`config.mk`:
```
export PLATFORM = sky130hd
export DESIGN_NAME = address_pool_offer_commit_flat
export DESIGN_NICKNAME = d
export VERILOG_FILES = /design/src/rtl/apoc_pkg.sv /design/src/rtl/apoc_if.sv /design/src/rtl/apoc_engine.sv /design/src/rtl/address_pool_offer_commit.sv /design/src/flat_wrapper.sv
export VERILOG_INCLUDE_DIRS = /design/src /design/src/rtl
export SDC_FILE = /design/constraint.sdc
export NUM_CORES = 2
export LEC_CHECK = 0
export BUFFER_PORTS_ARGS = -buffer_cell sky130_fd_sc_hd__buf_4
export CORE_UTILIZATION = 25
export CTS_CLUSTER_DIAMETER = 40
export DETAILED_ROUTE_END_ITERATION = 6
export PLACE_DENSITY = 0.42
export SLEW_MARGIN = 30
export SYNTH_ARGS = -nofsm -noshare
export SYNTH_HDL_FRONTEND = slang
export SYNTH_SLANG_ARGS = --single-unit
```
`constraint.sdc`:
```
create_clock -name clk -period 37.6 [get_ports clk]
set_input_delay 0 -clock clk [delete_from_list [all_inputs] [get_ports clk]]
set_output_delay 0 -clock clk [all_outputs]
set_load 0.01 [all_outputs]
```
`src/rtl/address_pool_offer_commit_defines.svh`:
```
// Assertion macros used by the address pool engine
`ifndef ADDRESS_POOL_OFFER_COMMIT_DEFINES_SVH
`define ADDRESS_POOL_OFFER_COMMIT_DEFINES_SVH

// same-cycle implication, checked on clk, off during rst
`define APOC_ASSERT_IMP(lbl, ante, cons, msg) \
  lbl: assert property (@(posedge clk) disable iff (rst) (ante) |-> (cons)) else $error(msg);

// next-cycle implication, checked on clk, off during rst
`define APOC_ASSERT_NXT(lbl, ante, cons, msg) \
  lbl: assert property (@(posedge clk) disable iff (rst) (ante) |=> (cons)) else $error(msg);

`endif

```
`src/rtl/apoc_pkg.sv`:
```
// Package: shared types and constants of the address pool
`timescale 1ns / 1ps
`default_nettype none

package apoc_pkg;

  localparam logic [31:0] GATEWAY_RST = 32'hC0A8_0101;
  localparam logic [31:0] MASK_RST    = 32'hFFFF_FF00;
  localparam logic [31:0] LEASE_RST   = 32'd3600;
  localparam logic [31:0] ZERO_ADDR   = 32'd0;

  localparam logic [1:0] REG_GATEWAY = 2'd0;
  localparam logic [1:0] REG_MASK    = 2'd1;
  localparam logic [1:0] REG_LEASE   = 2'd2;

  localparam logic KIND_OFFER = 1'b0;
  localparam logic KIND_ACK   = 1'b1;

  localparam logic [1:0] SLOT_CNT = 2'd3;

  typedef enum logic [2:0] {
    ST_CLEAR,
    ST_IDLE,
    ST_CHK,
    ST_DISC,
    ST_REL,
    ST_DONE
  } apoc_state_t;

  typedef struct packed {
    logic taken;
    logic offered;
  } apoc_ent_t;

  typedef struct packed {
    logic [31:0] gateway;
    logic [31:0] mask;
  } apoc_cfg_t;

  typedef struct packed {
    logic idle;
    logic done;
  } apoc_stat_t;

  typedef struct packed {
    logic        kind;
    logic [31:0] ack_addr;
    logic        hit;
    logic [31:0] addr_a;
    logic        vld_a;
    logic [31:0] addr_b;
    logic        vld_b;
    logic [31:0] addr_c;
    logic        vld_c;
  } apoc_res_t;

endpackage

`default_nettype wire

```
`src/rtl/apoc_if.sv`:
```
// Request and reply channel interfaces of the address pool
`timescale 1ns / 1ps
`default_nettype none

interface apoc_req_if;
  logic        valid;
  logic        ready;
  logic [31:0] client_addr;
  logic [31:0] xid;

  modport source(output valid, client_addr, xid, input ready);
  modport sink(input valid, client_addr, xid, output ready);
endinterface

interface apoc_rep_if;
  logic        valid;
  logic        ready;
  logic        reply_kind;
  logic [31:0] ack_addr;
  logic        request_hit;
  logic [31:0] offer_addr_a;
  logic        offer_valid_a;
  logic [31:0] offer_addr_b;
  logic        offer_valid_b;
  logic [31:0] offer_addr_c;
  logic        offer_valid_c;
  logic [31:0] xid_out;
  logic [31:0] lease_time;

  modport source(output valid, reply_kind, ack_addr, request_hit, offer_addr_a,
                 offer_valid_a, offer_addr_b, offer_valid_b, offer_addr_c,
                 offer_valid_c, xid_out, lease_time, input ready);
  modport sink(input valid, reply_kind, ack_addr, request_hit, offer_addr_a,
               offer_valid_a, offer_addr_b, offer_valid_b, offer_addr_c,
               offer_valid_c, xid_out, lease_time, output ready);
endinterface

`default_nettype wire

```
`src/rtl/apoc_engine.sv`:
```
// Pool bitmap memory and the scan sequencer for discover and commit
`timescale 1ns / 1ps
`default_nettype none
`include "address_pool_offer_commit_defines.svh"

module apoc_engine
  import apoc_pkg::*;
#(
  parameter int POOL_SIZE = 256
) (
  input  logic        clk,
  input  logic        rst,
  input  logic        start,
  input  logic [31:0] client_addr,
  input  apoc_cfg_t   cfg,
  input  logic        take,
  output apoc_stat_t  stat,
  output apoc_res_t   res
);

  localparam int IW = $clog2(POOL_SIZE);
  localparam int CW = $clog2(POOL_SIZE + 1);
  localparam logic [CW-1:0] LAST    = CW'(POOL_SIZE - 1);
  localparam logic [CW-1:0] END_CNT = CW'(POOL_SIZE);

  apoc_state_t state, state_next;
  logic [CW-1:0] scan_idx, scan_idx_next;
  logic          pend_vld;
  logic [IW-1:0] pend_idx;

  apoc_ent_t     mem [POOL_SIZE];
  apoc_ent_t     rd_ent;
  apoc_ent_t     wr_ent;
  logic          rd_en;
  logic          we;
  logic [IW-1:0] wr_addr;

  logic [31:0]   client;
  logic          hit;
  logic [IW-1:0] hit_idx;
  logic [1:0]    found;
  logic          slot_take;
  logic [31:0]   slot_addr [3];
  logic [2:0]    slot_vld;

  logic [31:0]   base;
  logic [31:0]   lo;
  logic [31:0]   hmask;
  logic [32:0]   cidx;

  // entry k is usable when lo <= k and k + 1 < ~mask
  function automatic logic in_pool(input logic [31:0] k, input logic [31:0] lo_v,
                                   input logic [31:0] hm_v);
    return (k >= lo_v) && (({1'b0, k} + 33'd1) < {1'b0, hm_v});
  endfunction

  assign base  = cfg.gateway & cfg.mask;
  assign lo    = cfg.gateway & ~cfg.mask;
  assign hmask = ~cfg.mask;
  assign cidx  = {1'b0, client} - {1'b0, base} - 33'd1;

  assign slot_take = (state == ST_DISC) && pend_vld && (found != SLOT_CNT) &&
                     !rd_ent.offered && !rd_ent.taken &&
                     in_pool(32'(pend_idx), lo, hmask);

  always_comb begin
    state_next    = state;
    scan_idx_next = scan_idx;
    rd_en         = 1'b0;
    we            = 1'b0;
    wr_addr       = pend_idx;
    wr_ent        = '0;
    unique case (state)
      ST_CLEAR: begin
        we            = 1'b1;
        wr_addr       = scan_idx[IW-1:0];
        scan_idx_next = scan_idx + CW'(1);
        if (scan_idx == LAST) begin
          scan_idx_next = '0;
          state_next    = ST_IDLE;
        end
      end
      ST_IDLE: begin
        scan_idx_next = '0;
        if (start) begin
          state_next = (client_addr == ZERO_ADDR) ? ST_DISC : ST_CHK;
        end
      end
      ST_CHK: begin
        state_next = ST_REL;
      end
      ST_DISC: begin
        rd_en          = (scan_idx != END_CNT) && (found != SLOT_CNT);
        we             = slot_take;
        wr_ent.taken   = rd_ent.taken;
        wr_ent.offered = 1'b1;
        scan_idx_next  = scan_idx + CW'(rd_en);
        if ((found == SLOT_CNT) || ((scan_idx == END_CNT) && !pend_vld)) begin
          state_next = ST_DONE;
        end
      end
      ST_REL: begin
        rd_en         = (scan_idx != END_CNT);
        we            = pend_vld;
        scan_idx_next = scan_idx + CW'(rd_en);
        if (hit && (pend_idx == hit_idx)) begin
          wr_ent = '{taken: 1'b1, offered: 1'b1};
        end else begin
          wr_ent.taken   = rd_ent.taken;
          wr_ent.offered = rd_ent.offered & rd_ent.taken;
        end
        if ((scan_idx == END_CNT) && !pend_vld) begin
          state_next = ST_DONE;
        end
      end
      ST_DONE: begin
        if (take) begin
          state_next = ST_IDLE;
        end
      end
      default: begin
        state_next = ST_CLEAR;
      end
    endcase
  end

  always_ff @(posedge clk) begin
    if (rst) begin
      state    <= ST_CLEAR;
      scan_idx <= '0;
      pend_vld <= 1'b0;
      found    <= '0;
      slot_vld <= '0;
      hit      <= 1'b0;
    end else begin
      state    <= state_next;
      scan_idx <= scan_idx_next;
      pend_vld <= rd_en;
      if (state == ST_IDLE && start) begin
        found    <= '0;
        slot_vld <= '0;
        hit      <= 1'b0;
      end else if (state == ST_CHK) begin
        hit <= !cidx[32] && (cidx[31:0] < 32'(POOL_SIZE)) && in_pool(cidx[31:0], lo, hmask);
      end else if (slot_take) begin
        found           <= found + 2'd1;
        slot_vld[found] <= 1'b1;
      end
    end
  end

  always_ff @(posedge clk) begin
    if (rd_en) begin
      pend_idx <= scan_idx[IW-1:0];
    end
    if (state == ST_IDLE && start) begin
      client       <= client_addr;
      slot_addr[0] <= '0;
      slot_addr[1] <= '0;
      slot_addr[2] <= '0;
    end
    if (state == ST_CHK) begin
      hit_idx <= cidx[IW-1:0];
    end
    if (slot_take) begin
      slot_addr[found] <= base + 32'(pend_idx) + 32'd1;
    end
  end

  always_ff @(posedge clk) begin
    if (we) begin
      mem[wr_addr] <= wr_ent;
    end
    if (rd_en) begin
      rd_ent <= mem[scan_idx[IW-1:0]];
    end
  end

  assign stat.idle = (state == ST_IDLE);
  assign stat.done = (state == ST_DONE);

  assign res.kind     = (client != ZERO_ADDR) ? KIND_ACK : KIND_OFFER;
  assign res.ack_addr = client;
  assign res.hit      = hit;
  assign res.addr_a   = slot_addr[0];
  assign res.vld_a    = slot_vld[0];
  assign res.addr_b   = slot_addr[1];
  assign res.vld_b    = slot_vld[1];
  assign res.addr_c   = slot_addr[2];
  assign res.vld_c    = slot_vld[2];

  `APOC_ASSERT_IMP(a_slot_b_after_a, slot_vld[1], slot_vld[0], "offer slot b filled before a")
  `APOC_ASSERT_IMP(a_slot_c_after_b, slot_vld[2], slot_vld[1], "offer slot c filled before b")
  `APOC_ASSERT_IMP(a_wr_has_data, we && (state != ST_CLEAR), pend_vld, "write without read data")
  `APOC_ASSERT_NXT(a_start_busy, start && (state == ST_IDLE), state != ST_IDLE, "start ignored")

endmodule

`default_nettype wire

```
`src/rtl/address_pool_offer_commit.sv`:
```
// Top level: address pool with offer and commit, APB registers, reply register
//
//   channel  dir  handshake      payload
//   req      in   valid/ready    client_addr, xid
//   rep      out  valid/ready    reply_kind .. lease_time
//   apb      in   psel/penable   gateway_addr, netmask, lease_seconds
//
// From acceptance to the load of the reply register a discover sweeps the
// bitmap memory one entry per cycle until three offer slots fill or it ends;
// a commit sweeps all of it. The engine returns to idle before a new request
// is taken. After rst a clearing pass of every entry runs with req.ready low.
// The reply register holds a finished reply while rep.ready is low; the next
// request is taken meanwhile, and its reply waits until the register frees.
`timescale 1ns / 1ps
`default_nettype none

module address_pool_offer_commit
  import apoc_pkg::*;
#(
  parameter int POOL_SIZE = 256
) (
  input  logic        clk,
  input  logic        rst,
  input  logic        psel,
  input  logic        penable,
  input  logic        pwrite,
  input  logic [3:0]  paddr,
  input  logic [31:0] pwdata,
  output logic [31:0] prdata,
  output logic        pready,
  apoc_req_if.sink    req,
  apoc_rep_if.source  rep
);

  apoc_cfg_t   cfg;
  logic [31:0] lease;
  logic        cfg_we;
  logic [1:0]  reg_idx;

  logic        start;
  logic        take;
  apoc_stat_t  stat;
  apoc_res_t   res;
  apoc_res_t   res_q;
  logic [31:0] xid_q;
  logic [31:0] xid_out;
  logic [31:0] lease_out;
  logic        out_vld;

  assign pready  = 1'b1;
  assign reg_idx = paddr[3:2];
  assign cfg_we  = psel && penable && pwrite;

  always_ff @(posedge clk) begin
    if (rst) begin
      cfg.gateway <= GATEWAY_RST;
      cfg.mask    <= MASK_RST;
      lease       <= LEASE_RST;
    end else if (cfg_we) begin
      unique case (reg_idx)
        REG_GATEWAY: cfg.gateway <= pwdata;
        REG_MASK:    cfg.mask    <= pwdata;
        REG_LEASE:   lease       <= pwdata;
        default:     ;
      endcase
    end
  end

  always_comb begin
    unique case (reg_idx)
      REG_GATEWAY: prdata = cfg.gateway;
      REG_MASK:    prdata = cfg.mask;
      REG_LEASE:   prdata = lease;
      default:     prdata = '0;
    endcase
  end

  assign req.ready = stat.idle;
  assign start     = req.valid && stat.idle;
  assign take      = stat.done && (!out_vld || rep.ready);

  apoc_engine #(
    .POOL_SIZE(POOL_SIZE)
  ) u_engine (
    .clk        (clk),
    .rst        (rst),
    .start      (start),
    .client_addr(req.client_addr),
    .cfg        (cfg),
    .take       (take),
    .stat       (stat),
    .res        (res)
  );

  always_ff @(posedge clk) begin
    if (start) begin
      xid_q <= req.xid;
    end
  end

  always_ff @(posedge clk) begin
    if (rst) begin
      out_vld <= 1'b0;
    end else if (take) begin
      out_vld <= 1'b1;
    end else if (rep.ready) begin
      out_vld <= 1'b0;
    end
  end

  always_ff @(posedge clk) begin
    if (take) begin
      res_q     <= res;
      xid_out   <= xid_q;
      lease_out <= lease;
    end
  end

  assign rep.valid         = out_vld;
  assign rep.reply_kind    = res_q.kind;
  assign rep.ack_addr      = res_q.ack_addr;
  assign rep.request_hit   = res_q.hit;
  assign rep.offer_addr_a  = res_q.addr_a;
  assign rep.offer_valid_a = res_q.vld_a;
  assign rep.offer_addr_b  = res_q.addr_b;
  assign rep.offer_valid_b = res_q.vld_b;
  assign rep.offer_addr_c  = res_q.addr_c;
  assign rep.offer_valid_c = res_q.vld_c;
  assign rep.xid_out       = xid_out;
  assign rep.lease_time    = lease_out;

endmodule

`default_nettype wire
```
`src/flat_wrapper.sv`:
```
// flat-port wrapper written by rule: the top's interface ports become plain ports
module address_pool_offer_commit_flat import apoc_pkg::*;
#(
  parameter int POOL_SIZE = 256
)
  (clk, rst, psel, penable, pwrite, paddr, pwdata, prdata, pready, req_valid, req_client_addr, req_xid, req_ready, rep_valid, rep_reply_kind, rep_ack_addr, rep_request_hit, rep_offer_addr_a, rep_offer_valid_a, rep_offer_addr_b, rep_offer_valid_b, rep_offer_addr_c, rep_offer_valid_c, rep_xid_out, rep_lease_time, rep_ready);
  apoc_req_if req_i ();
  apoc_rep_if rep_i ();
  input  logic clk;
  input  logic rst;
  input  logic psel;
  input  logic penable;
  input  logic pwrite;
  input  logic [3:0] paddr;
  input  logic [31:0] pwdata;
  output logic [31:0] prdata;
  output logic pready;
  input wire logic [$bits(req_i.valid)-1:0] req_valid;
  input wire logic [$bits(req_i.client_addr)-1:0] req_client_addr;
  input wire logic [$bits(req_i.xid)-1:0] req_xid;
  output wire logic [$bits(req_i.ready)-1:0] req_ready;
  output wire logic [$bits(rep_i.valid)-1:0] rep_valid;
  output wire logic [$bits(rep_i.reply_kind)-1:0] rep_reply_kind;
  output wire logic [$bits(rep_i.ack_addr)-1:0] rep_ack_addr;
  output wire logic [$bits(rep_i.request_hit)-1:0] rep_request_hit;
  output wire logic [$bits(rep_i.offer_addr_a)-1:0] rep_offer_addr_a;
  output wire logic [$bits(rep_i.offer_valid_a)-1:0] rep_offer_valid_a;
  output wire logic [$bits(rep_i.offer_addr_b)-1:0] rep_offer_addr_b;
  output wire logic [$bits(rep_i.offer_valid_b)-1:0] rep_offer_valid_b;
  output wire logic [$bits(rep_i.offer_addr_c)-1:0] rep_offer_addr_c;
  output wire logic [$bits(rep_i.offer_valid_c)-1:0] rep_offer_valid_c;
  output wire logic [$bits(rep_i.xid_out)-1:0] rep_xid_out;
  output wire logic [$bits(rep_i.lease_time)-1:0] rep_lease_time;
  input wire logic [$bits(rep_i.ready)-1:0] rep_ready;
  assign req_i.valid = req_valid;
  assign req_i.client_addr = req_client_addr;
  assign req_i.xid = req_xid;
  assign req_ready = req_i.ready;
  assign rep_valid = rep_i.valid;
  assign rep_reply_kind = rep_i.reply_kind;
  assign rep_ack_addr = rep_i.ack_addr;
  assign rep_request_hit = rep_i.request_hit;
  assign rep_offer_addr_a = rep_i.offer_addr_a;
  assign rep_offer_valid_a = rep_i.offer_valid_a;
  assign rep_offer_addr_b = rep_i.offer_addr_b;
  assign rep_offer_valid_b = rep_i.offer_valid_b;
  assign rep_offer_addr_c = rep_i.offer_addr_c;
  assign rep_offer_valid_c = rep_i.offer_valid_c;
  assign rep_xid_out = rep_i.xid_out;
  assign rep_lease_time = rep_i.lease_time;
  assign rep_i.ready = rep_ready;
  address_pool_offer_commit #(.POOL_SIZE(POOL_SIZE)) u_core (.clk(clk), .rst(rst), .psel(psel), .penable(penable), .pwrite(pwrite), .paddr(paddr), .pwdata(pwdata), .prdata(prdata), .pready(pready), .req(req_i), .rep(rep_i));
endmodule
```
# After elaboration in Yosys (flattened, before gate mapping)
# Memory sizes are Yosys's and may differ from the RTL's. A register that Yosys moved wholly into a read port is not among the register bits.
# Cells that the tools add are included.
word_totals:
  input_bits: 107
  output_inout_bits: 232
  wordCells: 132
  memories: 2
  regBits: 297
  mem_bits_ro: 0
  latch_bits: 0
  mem_bits_rw: 608
mem_list:
  columns: ["memory", "words", "width", "rd", "rd_clocked_by_memory_dff", "write_ports", "line", "text"]
  rows:
  - ["u_core.u_engine.mem", 256, 2, 1, 1, 1, "apoc_engine.sv:31", "apoc_ent_t mem [POOL_SIZE];"]
  - ["u_core.u_engine.slot_addr", 3, 32, 3, 3, 3, "apoc_engine.sv:43", "logic [31:0] slot_addr [3];"]
op_classes:
  eq_ne: 18
  n_bitwise: 6
  magnitude_cmp: 7
  n_reduce_logical: 38
  muxes: 29
  multipliers: 0
  shift: 0
  div: 0
  addsub: 10
ops:
  columns: ["operator", "count"]
  rows:
  - ["case mux 32 bit (3 select lines)", 1]
  - ["bitwise AND 32 bit", 2]
  - ["case mux 9 bit (4 select lines)", 1]
  - ["adder 32 x 1 -> 33 bit (second input constant)", 1]
  - ["< comparator 33 x 32 -> 1 bit", 1]
  - ["subtractor 32 x 32 -> 33 bit", 1]
  - ["subtractor 33 x 1 -> 33 bit (second input constant)", 1]
  - ["adder 32 x 1 -> 32 bit (second input constant)", 1]
  - ["adder 32 x 8 -> 32 bit", 1]
  - ["greater-or-equal comparator 32 bit", 1]
  - ["greater-or-equal comparator 8 x 32 -> 1 bit", 1]
  - ["zero test 32 bit", 1]
  - ["< comparator 32 x 9 -> 1 bit (second input constant)", 1]
  - ["< comparator 9 x 32 -> 1 bit", 1]
  - ["2-to-1 mux 32 bit", 1]
  - ["inverter 32 bit", 1]
  - ["nonzero test 32 bit", 1]
  - ["OR reduction 32 bit", 1]
  - ["adder 9 x 1 -> 9 bit", 2]
  - ["logical AND 1 bit", 18]
  - ["case mux 3 bit (6 select lines)", 1]
  - ["2-to-1 mux 3 bit", 5]
  - ["2-to-1 mux 1 bit", 12]
  - ["adder 8 x 1 -> 9 bit (second input constant)", 1]
  - ["34 further kinds", 50]

# Longest topological paths before layout
depth:
  depth_word: 10
  mapped_depth: 27
  ltp_nobuf: 25

# Modules after synthesis
# From an unflattened synthesis, not the netlist that was laid out.
hier_totals:
  cells_unflattened: 3175
  area_unflattened_um2: 45070.7
modules_own_cells:
  columns: ["mod", "cells_each", "instances", "seq_area_each_um2", "area_per_inst_um2"]
  rows:
  - ["apoc_engine", 2449, 1, 20139.3, 33562.2]
  - ["address_pool_offer_commit", 726, 1, 8818.5, 11508.5]

# Worst setup path before layout
# No wires, ideal clock.
synth_timing:
  path_type: "reg-to-reg"
  from: "reg u_core.u_engine.state[0]"
  to: "reg rep_offer_addr_a[0] (netlist name)"
  synth_period_minus_slack_ns: 20.751
  setup_time_ns: 1.236
  path_buffers: 2
  required_time_ns: 36.364
  stages_incl_launch_ff: 5
  t_arrival_ns: 19.515
  slack_ns: 16.849
  path_cell_list: "dfxtp_1 -> clkbuf_1 -> inv_1 -> clkbuf_1 -> nor4_1"
synth_between:
  elab_chain_len: 2
synth_rtl:
  columns: ["element", "line", "text"]
  rows:
  - ["start, declared", "apoc_engine.sv:26", "apoc_state_t state, state_next;"]
  - ["start signal, assigned", "apoc_engine.sv:136", "state <= state_next;"]
  - ["== test 3 bit", "apoc_engine.sv:180", "assign stat.done = (state == ST_DONE);"]
  - ["logical AND 1 bit", "address_pool_offer_commit.sv:80", "assign take = stat.done && (!out_vld || rep.ready);"]
  - ["net u_core.take", "address_pool_offer_commit.sv:41", "logic take;"]
# The timed path passes the listed nets, and every way through them passes these cells.
# A chain may end at the register's enable or synchronous reset.

# Worst setup path in the final report
layout_timing:
  from: "reg u_core.cfg[14] (netlist name)"
  to: "reg u_core.u_engine.hit"
layout_between:
  elab_chain_len: 7
  elab_cells_between_ends: 13
  classes_between: "add/sub: 3; order compare: 3; bitwise: 3; reduce/logical: 4"
layout_rtl:
  columns: ["element", "line", "text"]
  rows:
  - ["bitwise AND 32 bit", "apoc_engine.sv:57", "assign base = cfg.gateway & cfg.mask;"]
  - ["subtractor 32 x 32 -> 33 bit", "apoc_engine.sv:60", "assign cidx = {1'b0, client} - {1'b0, base} - 33'd1;"]
  - ["subtractor 33 x 1 -> 33 bit", "apoc_engine.sv:60", null]
  - ["adder 32 x 1 -> 33 bit", "apoc_engine.sv:54", "return (k >= lo_v) && (({1'b0, k} + 33'd1) < {1'b0, hm_v});"]
  - ["< comparator 33 x 32 -> 1 bit", "apoc_engine.sv:54", null]
  - ["logical AND 1 bit", "apoc_engine.sv:54", null]
  - ["logical AND 1 bit (*)", "apoc_engine.sv:144", "hit <= !cidx[32] && (cidx[31:0] < 32'(POOL_SIZE)) && in_pool(cidx[31:0], lo, hmask);"]
  - ["end signal, assigned", "apoc_engine.sv:144", null]
  - ["end, declared", "apoc_engine.sv:39", "logic hit;"]
# Every way passes the cells marked *; elsewhere a longest branch is shown, timed or not.

==> results by group <==
Clocking
  • Post-CTS resize count: 0
  • TritonCTS Sinks: 1003
  • Clock tree from TritonCTS: built
  • Root Driver: clkbuf_16
  • Worst-Skew Late Latency: 0.79 ns
  • CTS buffer count: 170
  • Clock-pin slew on the worst setup and hold paths: 0.05 ns
  • H-tree levels: 4
  • Max clock buf depth: 3

Routing
  • Iter 0 DRT Violations: 1978
  • Drt drc: 0
  • 1st-pass router iterations: 5
  • DR WL/cell: 22.1 µm
  • Detailed-route via count: 28.6k
  • WL final: 139 mm
  • Vias per cell: 4.56
  • Final ANT Viol Nets: 0

Place
  • HPWL Detailed: 90.8 mm
  • Port bufs: 335
  • Pre-CTS WS: 30.57 ns
  • Gpl congestion: 0.821

Power and ir drop
  • P_int: 0.00252 W
  • Total power draw: 0.00349 W
  • Pwr dens: 60.5 mW/mm²
  • Switching fraction of total power: 0.277
  • Psw: 0.000968 W
  • Combinational share of power: 0.180
  • Worst VDD drop: 0.0000415 V
  • Clock power share: 0.450
  • Leakage: 19.1 nW
  • Sequential share of power: 0.369

Yosys
  • Ys async rst share: 0
  • Post-synth top flop: edfxtp_1
  • Post-synth EDFFs: 887
  • Post-synthesis xor/xnor area fraction: 0.0192
  • Yosys warning count: 0
  • Multiplexer share of the synthesized area: 0.0948
  • Largest family of logic cells by synthesized area: simple AND/OR/NAND/NOR gates
  • Simple-Gate Fraction of Synth Area: 0.120
  • Largest area contributor in the netlist: edfxtp_1
  • Synth Area per Inst: 13.8 µm²
  • Area share of the largest cell type after synthesis: 0.606
  • Number of synthesized register bits: 1003
  • Synth area leaders: edfxtp_1 61%, mux4_2 8.7%, dfxtp_1 5.3%
  • Adder-cell area share of the yosys netlist: 0.0376
  • Synth cell types: 85
  • Synth Cell Area: 0.0440 mm²
  • Compound-gate portion of the synthesized area: 0.0512
  • Post-Synthesis Net Count: 3433
  • Synth Instances: 3195
  • Seq/Total Area, Yosys: 0.658

Floorplan
  • Row count: 153
  • Die area: 0.178 mm²
  • Initial Util: 0.252
  • Die width: 421 µm
  • Core Area: 0.174 mm²
  • DIE HEIGHT: 421 µm
  • Top-Level Pins: 339

STA
  • RSZ-0062 raised after global routing: no
  • Endpoints failing setup: 0
  • Final setup margin: 30.40 ns
  • Pins Over Slew Limit: 0
  • Fmax: 0.139 GHz
  • Final hold vios: 0
  • Period utilization: 0.192
  • Slew HR: 0.257
  • Fin crit period: 7.20 ns
  • Worst Max-Slew Pin Slew: 1.11 ns
  • Post-Route Skew: 0.0352 ns
  • Setup TNS: 0 ns

Critical path
  • CP max FO: 10
  • Reg-to-Reg End: u_core.u_engine.hit$_SDFFE_PP0P_
  • WP depth: 23
  • Cells on worst reg2reg path: 23
  • Critical Path End Type: register
  • CP top delay family: simple AND/OR/NAND/NOR gates
  • Startpoint types: register
  • Crit. Startpoint: u_core.cfg[14]$_SDFFE_PP1P_
  • Slowest cell on crit path: a211oi_1
  • Crit Reg-Reg Startpoint: u_core.cfg[14]$_SDFFE_PP1P_
  • Crit path buffers/inverters: 0
  • Most frequent CP cell: nand2_1
  • Crit path cell chain: nand2_1 -> ha_1 -> nand2_1 -> o21ai_0 -> nor2_1 -> and3_1 -> a211oi_1 -> and2_1 -> nor4b_4 -> and2_0 -> nand2_1 -> xnor2_1 -> ha_1 -> a21oi_1 -> nor2b_1 -> o21ai_0 -> a211oi_1 -> nor3_1 -> nand4b_1 -> nor4_1 -> nand4_1 -> or4_1 -> o31ai_2
  • WS Path Type: register to register
  • Worst Setup EP: u_core.u_engine.hit$_SDFFE_PP0P_
  • Peak per-stage delay on the critical path: 0.90 ns
  • Worst Path Required: 38.30 ns
  • Reg2reg setup slack: 30.40 ns
  • Crit path DAT: 7.91 ns

Layout
  • Nets@finish: 4054
  • Area Growth Syn to Fin: 31.2%
  • Fraction of layout cells with a size suffix above 1: 0.232

Min path
  • Hold Path Class: input pin to register

Run
  • Max Cap Violations: 0

Global routing
  • Largest net degree at the start of global routing: 128
  • Global Route Usage Sum: 0.154
  • Global-route wire length before repair: 202 mm
  • Initial antenna violation count: 0
  • Total gr overflow: 0
  • Vias in the first global route: 29.4k

Outcome
  • Status: finished, final reports clean
-- per-stage QoR --
| step | utilization | instance area, µm² | hold slack, ns | cells |
|---|---|---|---|---|
| 6_report | 0.331 | 57700 | 0.0673 | 6282 |
| 5_1_grt | 0.331 | 57700 | 0.0446 | 6281 |
| 4_1_cts | 0.331 | 57600 | 0.0000112 | 6279 |
| 3_5_place_dp | 0.285 | 49600 | 0.180 | 5754 |
| 3_3_place_gp | 0.284 | 49500 | 0.178 | 5749 |
| 2_1_floorplan | - | 44000 | 0.0989 | 3195 |
-- logic make-up (layout without fill, tap and decap cells) --
group                      after synthesis  count (layout)
adders and majority gates              131             131
xor gates and xnor gates                94              94
and+or+nand+nor                       1177            1177
buffers and inverters                  214             975
muxes                                  204             204
AOI/OAI and AO/OA                      371             371
other                                    1               2
DFF                                   1003            1003
-- placed cells by master, fill, tap and decap left out, types with 25 or more instances in the layout --
cell type,instances
nor2_1,453
edfxtp_1,887
xnor2_1,60
ha_1,129
inv_1,47
a21oi_1,135
dfxtp_1,112
mux2i_1,33
mux4_2,170
a21o_1,25
clkbuf_16,175
nand4_1,52
nand3_1,82
clkinv_2,29
nand2b_1,49
nand2_1,377
o21ai_0,94
nor3_1,27
xor2_1,31
nor4_1,46
buf_4,391
dlygate4sd3_1,213
-- power groups by stage --
stage                     Combinational (W)  Sequential (W)  Clock (W)
after floorplan                    0.000394         0.00129          0
after global placement             0.000608         0.00131          0
after detailed placement           0.000617         0.00131          0
after CTS                          0.000637         0.00129    0.00161
after global routing               0.000678         0.00129    0.00166
final                              0.000629         0.00129    0.00157
-- state kept, by name, indices dropped and copies added, names as in the netlist, 2 cells and up --
| register | count |
|---|---|
| u_core.u_engine.mem | 512 |
| u_core.u_engine.client | 32 |
| rep_offer_addr_c | 32 |
| u_core.cfg | 64 |
| u_core.u_engine.scan_idx | 9 |
| u_core.u_engine.slot_vld | 3 |
| u_core.u_engine.found | 2 |
| u_core.u_engine.rd_ent | 2 |
| u_core.u_engine.pend_idx | 8 |
| u_core.rep.ack_addr | 32 |
| u_core.lease | 32 |
| u_core.rep.lease_time | 32 |
| u_core.rep.xid_out | 32 |
| rep_offer_addr_b | 32 |
| u_core.u_engine.hit_idx | 8 |
| rep_offer_addr_a | 32 |
| u_core.xid_q | 32 |
| u_core.u_engine.slot_addr | 96 |
| u_core.u_engine.state | 3 |
-- cell usage after synthesis, drive strengths merged, types with 7 or more instances --
cell	instances
and2	9
a31oi	7
o21ai	101
inv	48
mux4	170
nor2	453
nand4	54
nand2	379
or4	10
a211oi	17
dfxtp	116
a21o	25
a211o	7
nand2b	49
a221oi	7
xor2	34
nand3	83
xnor2	60
a21oi	154
edfxtp	887
o31ai	7
or3	8
buf	26
mux2i	33
o211ai	8
nor3	30
and3	14
ha	129
nor2b	16
clkbuf	139
nor4	49
-- worst register-to-register path, delay by kind of cell, from the launching register on --
family / cells / cell delay (ns)
AO/OA/AOI/OAI: 6 / 1.94
XOR/XNOR: 1 / 0.14
adder cells (fa/ha/maj): 2 / 0.91
flip-flops: 1 / 0.53
AND/OR/NAND/NOR: 14 / 3.59
-- area by class of cell --
class | count | area, µm²
fillers | 17200 | 116000
flip-flops and latches | 1003 | 29000
multi-input cells | 1978 | 14500
repair buffers | 614 | 5290
clock buffers | 194 | 4480
well taps | 2325 | 2910
clock inverters | 118 | 1390
inverters | 49 | 184
diodes | 1 | 2.50
-- repair_timing --
item	CTS	global route
hold endpoints to repair	174	0
buffers inserted	0	0
hold buffers	213	0
-- how the worst min path moves through the flow --
stage / cells past startpoint / slack [ns] / from / endpoint
finish: 4 / 0.07 / pwdata[26] / u_core.lease[26]$_SDFFE_PP0P_
global placement: 1 / 0.18 / req_xid[22] / u_core.xid_q[22]$_DFFE_PP_
detailed placement: 1 / 0.18 / req_xid[17] / u_core.xid_q[17]$_DFFE_PP_
floorplan: 0 / 0.1 / req_client_addr[0] / u_core.u_engine.client[0]$_DFFE_PP_
global route: 4 / 0.04 / pwdata[6] / u_core.cfg[38]$_SDFFE_PP0P_
CTS: 4 / 0.00001 / pwdata[6] / u_core.cfg[38]$_SDFFE_PP0P_
-- per-layer routing --
metal	up-vias	share of wire	track usage	routed length, µm
met3	172	0.043	0.0286	5970
met2	701	0.51	0.273	71600
met1	14400	0.42	0.191	58400
met5	-	0	0	0
li1	13400	-	-	-
met4	0	0.023	0.0450	3160
(Power assumes the default switching activity.)
